## config.mk

```make
export PLATFORM = sky130hd
export DESIGN_NAME = ordered_dither_quantizer_unit_flat
export DESIGN_NICKNAME = d
export VERILOG_FILES = /design/src/hdl/odq_pkg.sv /design/src/hdl/odq_in_if.sv /design/src/hdl/odq_out_if.sv /design/src/hdl/ordered_dither_quantizer_unit.sv /design/src/hdl/odq_pos.sv /design/src/hdl/odq_lane.sv /design/src/hdl/odq_merge.sv /design/src/flat_wrapper.sv
export SDC_FILE = /design/constraint.sdc
export NUM_CORES = 2
export LEC_CHECK = 0
export ABC_AREA = 1
export BUFFER_PORTS_ARGS = -buffer_cell sky130_fd_sc_hd__buf_4
export CAP_MARGIN = 20
export CORE_MARGIN = 2
export CORE_UTILIZATION = 45
export CTS_CLUSTER_SIZE = 16
export DETAILED_ROUTE_END_ITERATION = 6
export SETUP_SLACK_MARGIN = 0.5
export SLEW_MARGIN = 15
export SYNTH_ARGS = -nofsm -noshare
export SYNTH_HDL_FRONTEND = slang
export SYNTH_SLANG_ARGS = --single-unit
export TNS_END_PERCENT = 1
```

## constraint.sdc

```tcl
create_clock -name clk -period 16.1 [get_ports clk]
set_input_delay 0 -clock clk [delete_from_list [all_inputs] [get_ports clk]]
set_output_delay 0 -clock clk [all_outputs]
set_load 0.05 [all_outputs]
```

## src/hdl/odq_pkg.sv

```systemverilog
// ----------------------------------------------------------------------------
// odq_pkg - shared types, constants and tables of the ordered dither quantizer
// Holds the 8x8 threshold matrix, field widths, the per-depth reciprocal
// tables used for the constant divisions and the stage load struct.
// ----------------------------------------------------------------------------
package odq_pkg;

  // field widths
  localparam int CHAN_W    = 13;
  localparam int COL_W     = 12;
  localparam int WIDTH_W   = 13;
  localparam int DEPTH_W   = 4;
  localparam int MAX_WIDTH = 4096;
  localparam int PIX_W     = 8;

  // 8x8 threshold matrix, indexed [column mod 8][row mod 8]
  localparam logic [5:0] BAYER [8][8] = '{
    '{6'd0,  6'd32, 6'd8,  6'd40, 6'd2,  6'd34, 6'd10, 6'd42},
    '{6'd48, 6'd16, 6'd56, 6'd24, 6'd50, 6'd18, 6'd58, 6'd26},
    '{6'd12, 6'd44, 6'd4,  6'd36, 6'd14, 6'd46, 6'd6,  6'd38},
    '{6'd60, 6'd28, 6'd52, 6'd20, 6'd62, 6'd30, 6'd54, 6'd22},
    '{6'd3,  6'd35, 6'd11, 6'd43, 6'd1,  6'd33, 6'd9,  6'd41},
    '{6'd51, 6'd19, 6'd59, 6'd27, 6'd49, 6'd17, 6'd57, 6'd25},
    '{6'd15, 6'd47, 6'd7,  6'd39, 6'd13, 6'd45, 6'd5,  6'd37},
    '{6'd63, 6'd31, 6'd55, 6'd23, 6'd61, 6'd29, 6'd53, 6'd21}
  };

  // per-stage load enables shared by the lanes
  typedef struct packed {
    logic s1;
    logic s2;
    logic s3;
    logic s4;
  } odq_ld_t;

  // quantizer level count 2^b - 1
  function automatic logic [7:0] level_count(input logic [DEPTH_W-1:0] b);
    logic [8:0] full;
    full = (9'd1 << b) - 9'd1;
    return full[7:0];
  endfunction

  // ceil(2^16 / b), exact for quotients of 11-bit values
  function automatic logic [16:0] recip_depth(input logic [DEPTH_W-1:0] b);
    case (b)
      4'd1:    return 17'd65536;
      4'd2:    return 17'd32768;
      4'd3:    return 17'd21846;
      4'd4:    return 17'd16384;
      4'd5:    return 17'd13108;
      4'd6:    return 17'd10923;
      4'd7:    return 17'd9363;
      default: return 17'd8192;
    endcase
  endfunction

  // integer part of 255 / (2^b - 1)
  function automatic logic [7:0] scale_int(input logic [DEPTH_W-1:0] b);
    case (b)
      4'd1:    return 8'd255;
      4'd2:    return 8'd85;
      4'd3:    return 8'd36;
      4'd4:    return 8'd17;
      4'd5:    return 8'd8;
      4'd6:    return 8'd4;
      4'd7:    return 8'd2;
      default: return 8'd1;
    endcase
  endfunction

  // remainder of 255 / (2^b - 1)
  function automatic logic [2:0] scale_rem(input logic [DEPTH_W-1:0] b);
    case (b)
      4'd3:    return 3'd3;
      4'd5:    return 3'd7;
      4'd6:    return 3'd3;
      4'd7:    return 3'd1;
      default: return 3'd0;
    endcase
  endfunction

  // ceil(2^15 / (2^b - 1)), only needed where the remainder is nonzero
  function automatic logic [12:0] recip_levels(input logic [DEPTH_W-1:0] b);
    case (b)
      4'd3:    return 13'd4682;
      4'd5:    return 13'd1058;
      4'd6:    return 13'd521;
      4'd7:    return 13'd259;
      default: return 13'd0;
    endcase
  endfunction

endpackage

```

## src/hdl/odq_in_if.sv

```systemverilog
// ----------------------------------------------------------------------------
// odq_in_if - pixel input channel
// Valid/ready handshake carrying one RGB pixel word and the frame start flag.
// ----------------------------------------------------------------------------
interface odq_in_if;
  logic        valid;
  logic        ready;
  logic        frame_start;
  logic [12:0] red_in;
  logic [12:0] green_in;
  logic [12:0] blue_in;

  modport source (output valid, frame_start, red_in, green_in, blue_in, input ready);
  modport sink   (input valid, frame_start, red_in, green_in, blue_in, output ready);
endinterface

```

## src/hdl/odq_out_if.sv

```systemverilog
// ----------------------------------------------------------------------------
// odq_out_if - pixel output channel
// Valid/ready handshake carrying one quantized 8-bit RGB pixel word.
// ----------------------------------------------------------------------------
interface odq_out_if;
  logic       valid;
  logic       ready;
  logic [7:0] red_out;
  logic [7:0] green_out;
  logic [7:0] blue_out;

  modport source (output valid, red_out, green_out, blue_out, input ready);
  modport sink   (input valid, red_out, green_out, blue_out, output ready);
endinterface

```

## src/hdl/ordered_dither_quantizer_unit.sv

```systemverilog
// ----------------------------------------------------------------------------
// ordered_dither_quantizer_unit - 8x8 ordered dither RGB quantizer
// Pixel words enter on pix_in (valid/ready), carrying a frame start flag and
// three unsigned Q1.12 channels. Each word is dithered with the 8x8 threshold
// matrix at its raster position, quantized to bit_depth bits per channel and
// rescaled to 8 bits, leaving on pix_out (valid/ready).
// Three channel lanes run side by side; a merge stage registers the result.
// An accepted word loads the first of four lane stages; three more lane
// stages and the output register follow. Throughput is one word per cycle
// unless pix_out stalls; stages 1-3 hold one multiply each, stage 4 two, and
// one more feeds the output register. Each stage moves forward whenever the
// stage ahead is empty or moving, so a stalled receiver only backs up the
// pipeline as far as it is full; pix_in.ready drops once every stage is full.
// The APB port holds image_width (0x0) and bit_depth (0x4); pready is always
// high. Write them only while no word is in flight.
// Reset clears the raster position, the stage valids and sets image_width to
// 640 and bit_depth to 1. A frame start word is column 0, row 0.
// ----------------------------------------------------------------------------
module ordered_dither_quantizer_unit (
  input  logic         clk,
  input  logic         rst,
  odq_in_if.sink       pix_in,
  odq_out_if.source    pix_out,
  input  logic         psel,
  input  logic         penable,
  input  logic         pwrite,
  input  logic [2:0]   paddr,
  input  logic [31:0]  pwdata,
  output logic [31:0]  prdata,
  output logic         pready
);
  import odq_pkg::*;

  localparam logic REG_IMAGE_WIDTH = 1'b0;
  localparam logic REG_BIT_DEPTH   = 1'b1;

  logic [WIDTH_W-1:0] image_width;
  logic [DEPTH_W-1:0] bit_depth;
  logic [DEPTH_W-1:0] depth_eff;
  logic               cfg_wr;
  logic               accept;
  logic [5:0]         mval;
  logic [4:1]         stage_valid;
  logic [4:1]         adv;
  logic               take;
  odq_ld_t            ld;
  logic [PIX_W-1:0]   q_red;
  logic [PIX_W-1:0]   q_green;
  logic [PIX_W-1:0]   q_blue;

  // configuration registers
  assign pready = 1'b1;
  assign cfg_wr = psel && penable && pwrite;

  always_ff @(posedge clk) begin
    if (rst) begin
      image_width <= WIDTH_W'(640);
      bit_depth   <= DEPTH_W'(1);
    end else if (cfg_wr) begin
      case (paddr[2])
        REG_IMAGE_WIDTH: image_width <= pwdata[WIDTH_W-1:0];
        REG_BIT_DEPTH:   bit_depth   <= pwdata[DEPTH_W-1:0];
        default:         image_width <= image_width;
      endcase
    end
  end

  always_comb begin
    case (paddr[2])
      REG_IMAGE_WIDTH: prdata = {{(32-WIDTH_W){1'b0}}, image_width};
      REG_BIT_DEPTH:   prdata = {{(32-DEPTH_W){1'b0}}, bit_depth};
      default:         prdata = '0;
    endcase
  end

  // clamp depth to 1..8
  always_comb begin
    if (bit_depth == '0) begin
      depth_eff = DEPTH_W'(1);
    end else if (bit_depth > DEPTH_W'(8)) begin
      depth_eff = DEPTH_W'(8);
    end else begin
      depth_eff = bit_depth;
    end
  end

  // stage advance chain from the output register back to the input
  assign adv[4] = !stage_valid[4] || take;
  assign adv[3] = !stage_valid[3] || adv[4];
  assign adv[2] = !stage_valid[2] || adv[3];
  assign adv[1] = !stage_valid[1] || adv[2];

  assign pix_in.ready = adv[1];
  assign accept       = pix_in.valid && adv[1];

  assign ld.s1 = adv[1];
  assign ld.s2 = adv[2];
  assign ld.s3 = adv[3];
  assign ld.s4 = adv[4];

  // stage valid bits
  always_ff @(posedge clk) begin
    if (rst) begin
      stage_valid <= '0;
    end else begin
      if (adv[1]) stage_valid[1] <= pix_in.valid;
      if (adv[2]) stage_valid[2] <= stage_valid[1];
      if (adv[3]) stage_valid[3] <= stage_valid[2];
      if (adv[4]) stage_valid[4] <= stage_valid[3];
    end
  end

  // raster position and threshold lookup
  odq_pos u_pos (
    .clk         (clk),
    .rst         (rst),
    .accept      (accept),
    .frame_start (pix_in.frame_start),
    .image_width (image_width),
    .mval        (mval)
  );

  // channel lanes
  odq_lane u_lane_red (
    .clk   (clk),
    .ld    (ld),
    .depth (depth_eff),
    .chan  (pix_in.red_in),
    .mval  (mval),
    .q     (q_red)
  );

  odq_lane u_lane_green (
    .clk   (clk),
    .ld    (ld),
    .depth (depth_eff),
    .chan  (pix_in.green_in),
    .mval  (mval),
    .q     (q_green)
  );

  odq_lane u_lane_blue (
    .clk   (clk),
    .ld    (ld),
    .depth (depth_eff),
    .chan  (pix_in.blue_in),
    .mval  (mval),
    .q     (q_blue)
  );

  // merge and output register
  odq_merge u_merge (
    .clk      (clk),
    .rst      (rst),
    .in_valid (stage_valid[4]),
    .q_red    (q_red),
    .q_green  (q_green),
    .q_blue   (q_blue),
    .take     (take),
    .pix_out  (pix_out)
  );

endmodule

```

## src/hdl/odq_pos.sv

```systemverilog
// ----------------------------------------------------------------------------
// odq_pos - raster position tracker
// Keeps the column and the row phase of the next pixel and looks up the
// threshold matrix entry for the pixel being accepted.
// ----------------------------------------------------------------------------
module odq_pos (
  input  logic                         clk,
  input  logic                         rst,
  input  logic                         accept,
  input  logic                         frame_start,
  input  logic [odq_pkg::WIDTH_W-1:0]  image_width,
  output logic [5:0]                   mval
);
  import odq_pkg::*;

  logic [COL_W-1:0]   column_position;
  logic [2:0]         row_phase;
  logic [COL_W-1:0]   col_cur;
  logic [2:0]         row_cur;
  logic [WIDTH_W-1:0] width_eff;
  logic [WIDTH_W-1:0] col_inc;

  // clamp the programmed width to 1..MAX_WIDTH
  always_comb begin
    if (image_width == '0) begin
      width_eff = WIDTH_W'(1);
    end else if (image_width > WIDTH_W'(MAX_WIDTH)) begin
      width_eff = WIDTH_W'(MAX_WIDTH);
    end else begin
      width_eff = image_width;
    end
  end

  // frame start restarts at the top left corner
  assign col_cur = frame_start ? '0 : column_position;
  assign row_cur = frame_start ? '0 : row_phase;
  assign col_inc = {1'b0, col_cur} + WIDTH_W'(1);
  assign mval    = BAYER[col_cur[2:0]][row_cur];

  // advance position per accepted word
  always_ff @(posedge clk) begin
    if (rst) begin
      column_position <= '0;
      row_phase       <= '0;
    end else if (accept) begin
      if (col_inc >= width_eff) begin
        column_position <= '0;
        row_phase       <= row_cur + 3'd1;
      end else begin
        column_position <= col_inc[COL_W-1:0];
        row_phase       <= row_cur;
      end
    end
  end

endmodule

```

## src/hdl/odq_lane.sv

```systemverilog
// ----------------------------------------------------------------------------
// odq_lane - one color channel quantizer lane
// Adds the scaled dither offset, clamps, rounds to 2^b-1 levels and rescales
// the level to 0..255 over four register stages; the last add feeds the
// output register in the merge stage.
// ----------------------------------------------------------------------------
module odq_lane (
  input  logic                         clk,
  input  odq_pkg::odq_ld_t             ld,
  input  logic [odq_pkg::DEPTH_W-1:0]  depth,
  input  logic [odq_pkg::CHAN_W-1:0]   chan,
  input  logic [5:0]                   mval,
  output logic [odq_pkg::PIX_W-1:0]    q
);
  import odq_pkg::*;

  logic [16:0] chan_b;
  logic [18:0] offset;
  logic [18:0] s_raw;
  logic [15:0] s_top;
  logic [15:0] s_clamp;
  logic [15:0] s_q;
  logic [23:0] sl;
  logic [23:0] num;
  logic [10:0] x_q;
  logic [27:0] xm;
  logic [7:0]  lvl_q;
  logic [15:0] base_full;
  logic [10:0] z_full;
  logic [7:0]  base_q;
  logic [7:0]  z_q;
  logic [20:0] zm;

  // stage 1: channel * b + (M - 32) * 64, clamped to [0, 4096 * b]
  assign chan_b = 17'(chan) * 17'(depth);
  assign offset = ({13'd0, mval} - 19'd32) << 6;
  assign s_raw  = {2'b00, chan_b} + offset;
  assign s_top  = {depth, 12'd0};

  always_comb begin
    if (s_raw[18]) begin
      s_clamp = '0;
    end else if (s_raw[17:0] > {2'b00, s_top}) begin
      s_clamp = s_top;
    end else begin
      s_clamp = s_raw[15:0];
    end
  end

  always_ff @(posedge clk) begin
    if (ld.s1) begin
      s_q <= s_clamp;
    end
  end

  // stage 2: (2 * s * L + 4096 * b) / 8192
  assign sl  = 24'(s_q) * 24'(level_count(depth));
  assign num = (sl << 1) + 24'({depth, 12'd0});

  always_ff @(posedge clk) begin
    if (ld.s2) begin
      x_q <= num[23:13];
    end
  end

  // stage 3: divide by b through reciprocal multiply
  assign xm = 28'(x_q) * 28'(recip_depth(depth));

  always_ff @(posedge clk) begin
    if (ld.s3) begin
      lvl_q <= xm[23:16];
    end
  end

  // stage 4: split level * 255 / L into integer part and remainder term
  assign base_full = 16'(lvl_q) * 16'(scale_int(depth));
  assign z_full    = 11'(lvl_q) * 11'(scale_rem(depth));

  always_ff @(posedge clk) begin
    if (ld.s4) begin
      base_q <= base_full[7:0];
      z_q    <= z_full[7:0];
    end
  end

  // remainder term divided by L, then summed
  assign zm = 21'(z_q) * 21'(recip_levels(depth));
  assign q  = base_q + {2'b00, zm[20:15]};

endmodule

```

## src/hdl/odq_merge.sv

```systemverilog
// ----------------------------------------------------------------------------
// odq_merge - lane merge and output register
// Packs the three lane results into one output word and holds it until the
// receiver takes it.
// ----------------------------------------------------------------------------
module odq_merge (
  input  logic                       clk,
  input  logic                       rst,
  input  logic                       in_valid,
  input  logic [odq_pkg::PIX_W-1:0]  q_red,
  input  logic [odq_pkg::PIX_W-1:0]  q_green,
  input  logic [odq_pkg::PIX_W-1:0]  q_blue,
  output logic                       take,
  odq_out_if.source                  pix_out
);
  import odq_pkg::*;

  // register is free when empty or being drained
  assign take = !pix_out.valid || pix_out.ready;

  always_ff @(posedge clk) begin
    if (rst) begin
      pix_out.valid <= 1'b0;
    end else if (take) begin
      pix_out.valid <= in_valid;
    end
  end

  // output word payload
  always_ff @(posedge clk) begin
    if (take) begin
      pix_out.red_out   <= q_red;
      pix_out.green_out <= q_green;
      pix_out.blue_out  <= q_blue;
    end
  end

endmodule
```

## src/flat_wrapper.sv

```systemverilog
// flat-port wrapper written by rule: the top's interface ports become plain ports
module ordered_dither_quantizer_unit_flat import odq_pkg::*;
  (clk, rst, psel, penable, pwrite, paddr, pwdata, prdata, pready, pix_in_valid, pix_in_frame_start, pix_in_red_in, pix_in_green_in, pix_in_blue_in, pix_in_ready, pix_out_valid, pix_out_red_out, pix_out_green_out, pix_out_blue_out, pix_out_ready);
  odq_in_if pix_in_i ();
  odq_out_if pix_out_i ();
  input  logic clk;
  input  logic rst;
  input  logic psel;
  input  logic penable;
  input  logic pwrite;
  input  logic [2:0] paddr;
  input  logic [31:0] pwdata;
  output logic [31:0] prdata;
  output logic pready;
  input wire logic [$bits(pix_in_i.valid)-1:0] pix_in_valid;
  input wire logic [$bits(pix_in_i.frame_start)-1:0] pix_in_frame_start;
  input wire logic [$bits(pix_in_i.red_in)-1:0] pix_in_red_in;
  input wire logic [$bits(pix_in_i.green_in)-1:0] pix_in_green_in;
  input wire logic [$bits(pix_in_i.blue_in)-1:0] pix_in_blue_in;
  output wire logic [$bits(pix_in_i.ready)-1:0] pix_in_ready;
  output wire logic [$bits(pix_out_i.valid)-1:0] pix_out_valid;
  output wire logic [$bits(pix_out_i.red_out)-1:0] pix_out_red_out;
  output wire logic [$bits(pix_out_i.green_out)-1:0] pix_out_green_out;
  output wire logic [$bits(pix_out_i.blue_out)-1:0] pix_out_blue_out;
  input wire logic [$bits(pix_out_i.ready)-1:0] pix_out_ready;
  assign pix_in_i.valid = pix_in_valid;
  assign pix_in_i.frame_start = pix_in_frame_start;
  assign pix_in_i.red_in = pix_in_red_in;
  assign pix_in_i.green_in = pix_in_green_in;
  assign pix_in_i.blue_in = pix_in_blue_in;
  assign pix_in_ready = pix_in_i.ready;
  assign pix_out_valid = pix_out_i.valid;
  assign pix_out_red_out = pix_out_i.red_out;
  assign pix_out_green_out = pix_out_i.green_out;
  assign pix_out_blue_out = pix_out_i.blue_out;
  assign pix_out_i.ready = pix_out_ready;
  ordered_dither_quantizer_unit u_core (.clk(clk), .rst(rst), .pix_in(pix_in_i), .pix_out(pix_out_i), .psel(psel), .penable(penable), .pwrite(pwrite), .paddr(paddr), .pwdata(pwdata), .prdata(prdata), .pready(pready));
endmodule
```

==> flow_metrics.tcl <==
set metrics [dict create \
    drive_above_1_share_pct 3.53 \
    root_buffer "clkbuf_16" \
    r2r_slack_ns 7.72 \
    dr.first_iter.drc_count 2229 \
    hold_depth 6 \
    cp.required_ns 16.52 \
    cpPeakStageDelay_ns 0.53 \
    crit_arrival_ns 8.79 \
    cts_setup_buffers 0 \
    cts_resized 0 \
    viasPerCell 5.07 \
    wl_per_cell_um 16.5 \
    rows 126 \
    finalHoldViolations 0 \
    tightest_slew_ns 1.03 \
    track_usage_pct 23.6 \
    nNetsFinal 8459 \
    grt_pass1_vias 44800 \
    vias 42600 \
    rsz0062_at_grt "false" \
    fin_ws_ns 7.72 \
    synthFlopType "edfxtp_1" \
    cts_hold_buf 32 \
    final-setup-viol-count 0 \
    port_buffers 99 \
    numCtsBuffers 29 \
    cpMostUsedCell "nand2_1" \
    die_w_um 349 \
    ioPinCount 141 \
    clkTransAtPathRegs_ns 0.06 \
    syn_inst 6795 \
    n_fill_cell 11800 \
    antenna_left 0 \
    power_density_mw_per_mm2 59.6 \
    place_area_mm2 0.0560 \
    clockPowerShare_pct 20.4 \
    avgSynthCellArea_um2 7.89 \
    clk_path_buf_depth 3 \
    p_leak_nw 29.1 \
    slew_headroom_pct 31.2 \
    status "complete, no violations" \
    min_period_ns 8.38 \
    antenna_found_initial 0 \
    design.core.area_mm2 0.118 \
    min_path_type "in -> reg" \
    yosysUniqueCellTypes 60 \
    combPwrFrac_pct 53.4 \
    cp_max_fo 37 \
    tns_ns 0 \
    criticalPathCategory "reg -> reg" \
    cap_violations 0 \
    fin_skew_ns 0.0107 \
    rr_endpoint "u_core.u_lane_blue.x_q[7]" \
    pwr-share-seq_pct 26.2 \
    ff2ff_path_depth 35 \
    min-delay-start "pix_in_red_in[1]" \
    slowest_stage "fa_1" \
    clock_latency_ns 0.64 \
    timing.hold.ws_ns 0.0431 \
    area_growth_pct 6.84 \
    grt_max_degree 52 \
    ys_warn_count 0 \
    swShare_pct 46.0 \
    ys_seq_elements 214 \
    clock.fmax_mhz 119 \
    rr_startpoint "u_core.bit_depth[2]" \
    grt_pass1_wl_um 230000 \
    drtPass1Iterations 6 \
    gp_congestion 0.935 \
    ys_seq_area_share_pct 11.3 \
    power_switching_mw 1.57 \
    post-place-ws_ns 7.79 \
    dp_hpwl_um 115000 \
    synth_edf_count 177 \
    htree_levels 1 \
    diodes 0 \
    cts_tree "built" \
    start_util_pct 45.4 \
    cts_sinks 214 \
    hold-path-endpoint "u_core.u_lane_red.s_q[1]" \
    endpoint_kind "flip-flop" \
    synth-async-reset-ratio_pct 0 \
    finish.instance_area_mm2 0.0573 \
    cp-start-kind "flip-flop" \
    die_area_mm2 0.122 \
    drc 0 \
    overflow 0 \
    peakVddDrop_mv 0.0945 \
    routed_wl_um 139000 \
    intPower_mw 1.84 \
    report.final.slew_viol_count 0 \
    period_share_pct 52.0 \
    synth.cell_area_mm2 0.0536 \
    die_h_um 349 \
]
-- cell families after synthesis --
| kind of cell | count (synthesis) | share of synthesized area [%] |
|---|---|---|
| compound gates | 535 | 5.41 |
| buf+inv | 1838 | 13.1 |
| xor+xnor | 237 | 3.88 |
| other cells | 2 | 0.0140 |
| fa+ha+maj | 1522 | 47.8 |
| simple gates | 2447 | 18.5 |
| flops | 214 | 11.3 |
-- registers in the layout (all words and copies together) (netlist names), 8 cells and up --
| register | cells |
|---|---|
| u_core.u_merge.pix_out.green_out | 8 |
| u_core.u_lane_blue.z_q | 8 |
| u_core.u_lane_green.base_q | 8 |
| u_core.u_lane_red.s_q | 16 |
| u_core.u_lane_red.base_q | 8 |
| u_core.u_lane_red.lvl_q | 8 |
| u_core.u_lane_blue.lvl_q | 8 |
| u_core.u_lane_blue.x_q | 11 |
| u_core.u_lane_red.x_q | 11 |
| u_core.image_width | 13 |
| u_core.u_merge.pix_out.red_out | 8 |
| u_core.u_lane_green.z_q | 8 |
| u_core.u_lane_green.s_q | 16 |
| u_core.u_lane_green.lvl_q | 8 |
| u_core.u_pos.column_position | 12 |
| u_core.u_lane_blue.base_q | 8 |
| u_core.u_lane_green.x_q | 11 |
| u_core.u_lane_red.z_q | 8 |
| u_core.u_lane_blue.s_q | 16 |
| u_core.u_merge.pix_out.blue_out | 8 |
-- per-stage QoR --
step                      utilization, %  power, mW  cells
final                               48.5       3.42   8414
after global routing                48.5       3.74   8414
after CTS                           48.5       3.45   8413
after detailed placement            47.4       2.73   8327
after global placement              47.4       2.70   8327
after floorplan                        -       2.21   6814
-- layout by cell type, fill, tap and decap left out, types with 11 or more instances in the layout --
cell	instances
nor4_1	15
nand2_1	1091
nor2_1	1016
nand4_1	62
clkbuf_16	29
edfxtp_1	177
buf_4	135
dfxtp_1	36
inv_2	16
xor2_1	163
inv_1	1647
o21ai_0	145
clkinv_1	13
fa_1	879
nor3_1	51
ha_1	643
nand3b_1	17
xnor2_1	73
a21oi_1	296
o21bai_1	17
nand3_1	150
dlygate4sd3_1	32
conb_1	21
o21a_1	11
-- final cells by class --
cell class	count	area, um^2	area share, %
Clock buffer	33	741	1.29
Clock inverter	21	262	0.456
Inverter	1680	6320	11.0
Multi-Input combinational cell	4762	40600	70.9
Sequential cell	214	6060	10.6
Tap cell	1536	1920	3.35
Timing Repair Buffer	168	1350	2.36
-- cell usage after synthesis (22+ instances only) --
library cell	n	area [um^2]
a21oi_1	297	1490
buf_4	22	165
inv_1	1648	6190
edfxtp_1	177	5320
nand2_1	1094	4110
xor2_1	163	1430
nor3_1	51	255
xnor2_1	73	639
nor2_1	1017	3820
fa_1	879	17600
clkbuf_1	101	379
dfxtp_1	37	741
ha_1	643	8050
buf_1	25	93.8
o21ai_0	145	726
nand3_1	150	751
nand4_1	62	388
-- power by group through the flow --
stage | combinational (mW) | sequential, mW | clock, mW
after floorplan | 1.26 | 0.951 | 0
after global placement | 1.80 | 0.905 | 0
after detailed placement | 1.82 | 0.905 | 0
after CTS | 1.84 | 0.894 | 0.714
after global routing | 2.09 | 0.908 | 0.735
final | 1.82 | 0.897 | 0.697
-- worst max-delay path by stage --
stage | start | endpoint | slack (ns) | cells after the start
floorplan | u_core.bit_depth[3] | u_core.u_lane_blue.x_q[9] | 9.53 | 34
global placement | u_core.bit_depth[2] | u_core.u_lane_blue.x_q[9] | 7.90 | 36
detailed placement | u_core.bit_depth[2] | u_core.u_lane_blue.x_q[9] | 7.79 | 36
CTS | u_core.bit_depth[2] | u_core.u_lane_blue.x_q[9] | 7.75 | 36
global route | u_core.bit_depth[2] | u_core.u_lane_blue.x_q[9] | 7.30 | 36
finish | u_core.bit_depth[2] | u_core.u_lane_blue.x_q[7] | 7.72 | 35
-- critical path: cells and delay by family (launching register included) --
family                     cells  cell delay, ns
buffers and inverters          9            2.56
xor gates and xnor gates       2            0.47
DFF                            1            0.30
adders and majority gates      6            2.51
AOI/OAI and AO/OA              3            0.53
and+or+nand+nor               15            1.72
-- per-layer routing --
metal,track usage [%],routed length (um)
met3,2.83,7320
met2,41.5,67500
met5,0,0
met4,7.47,4920
met1,30.0,59400
Power figures use the tool's default switching activity.
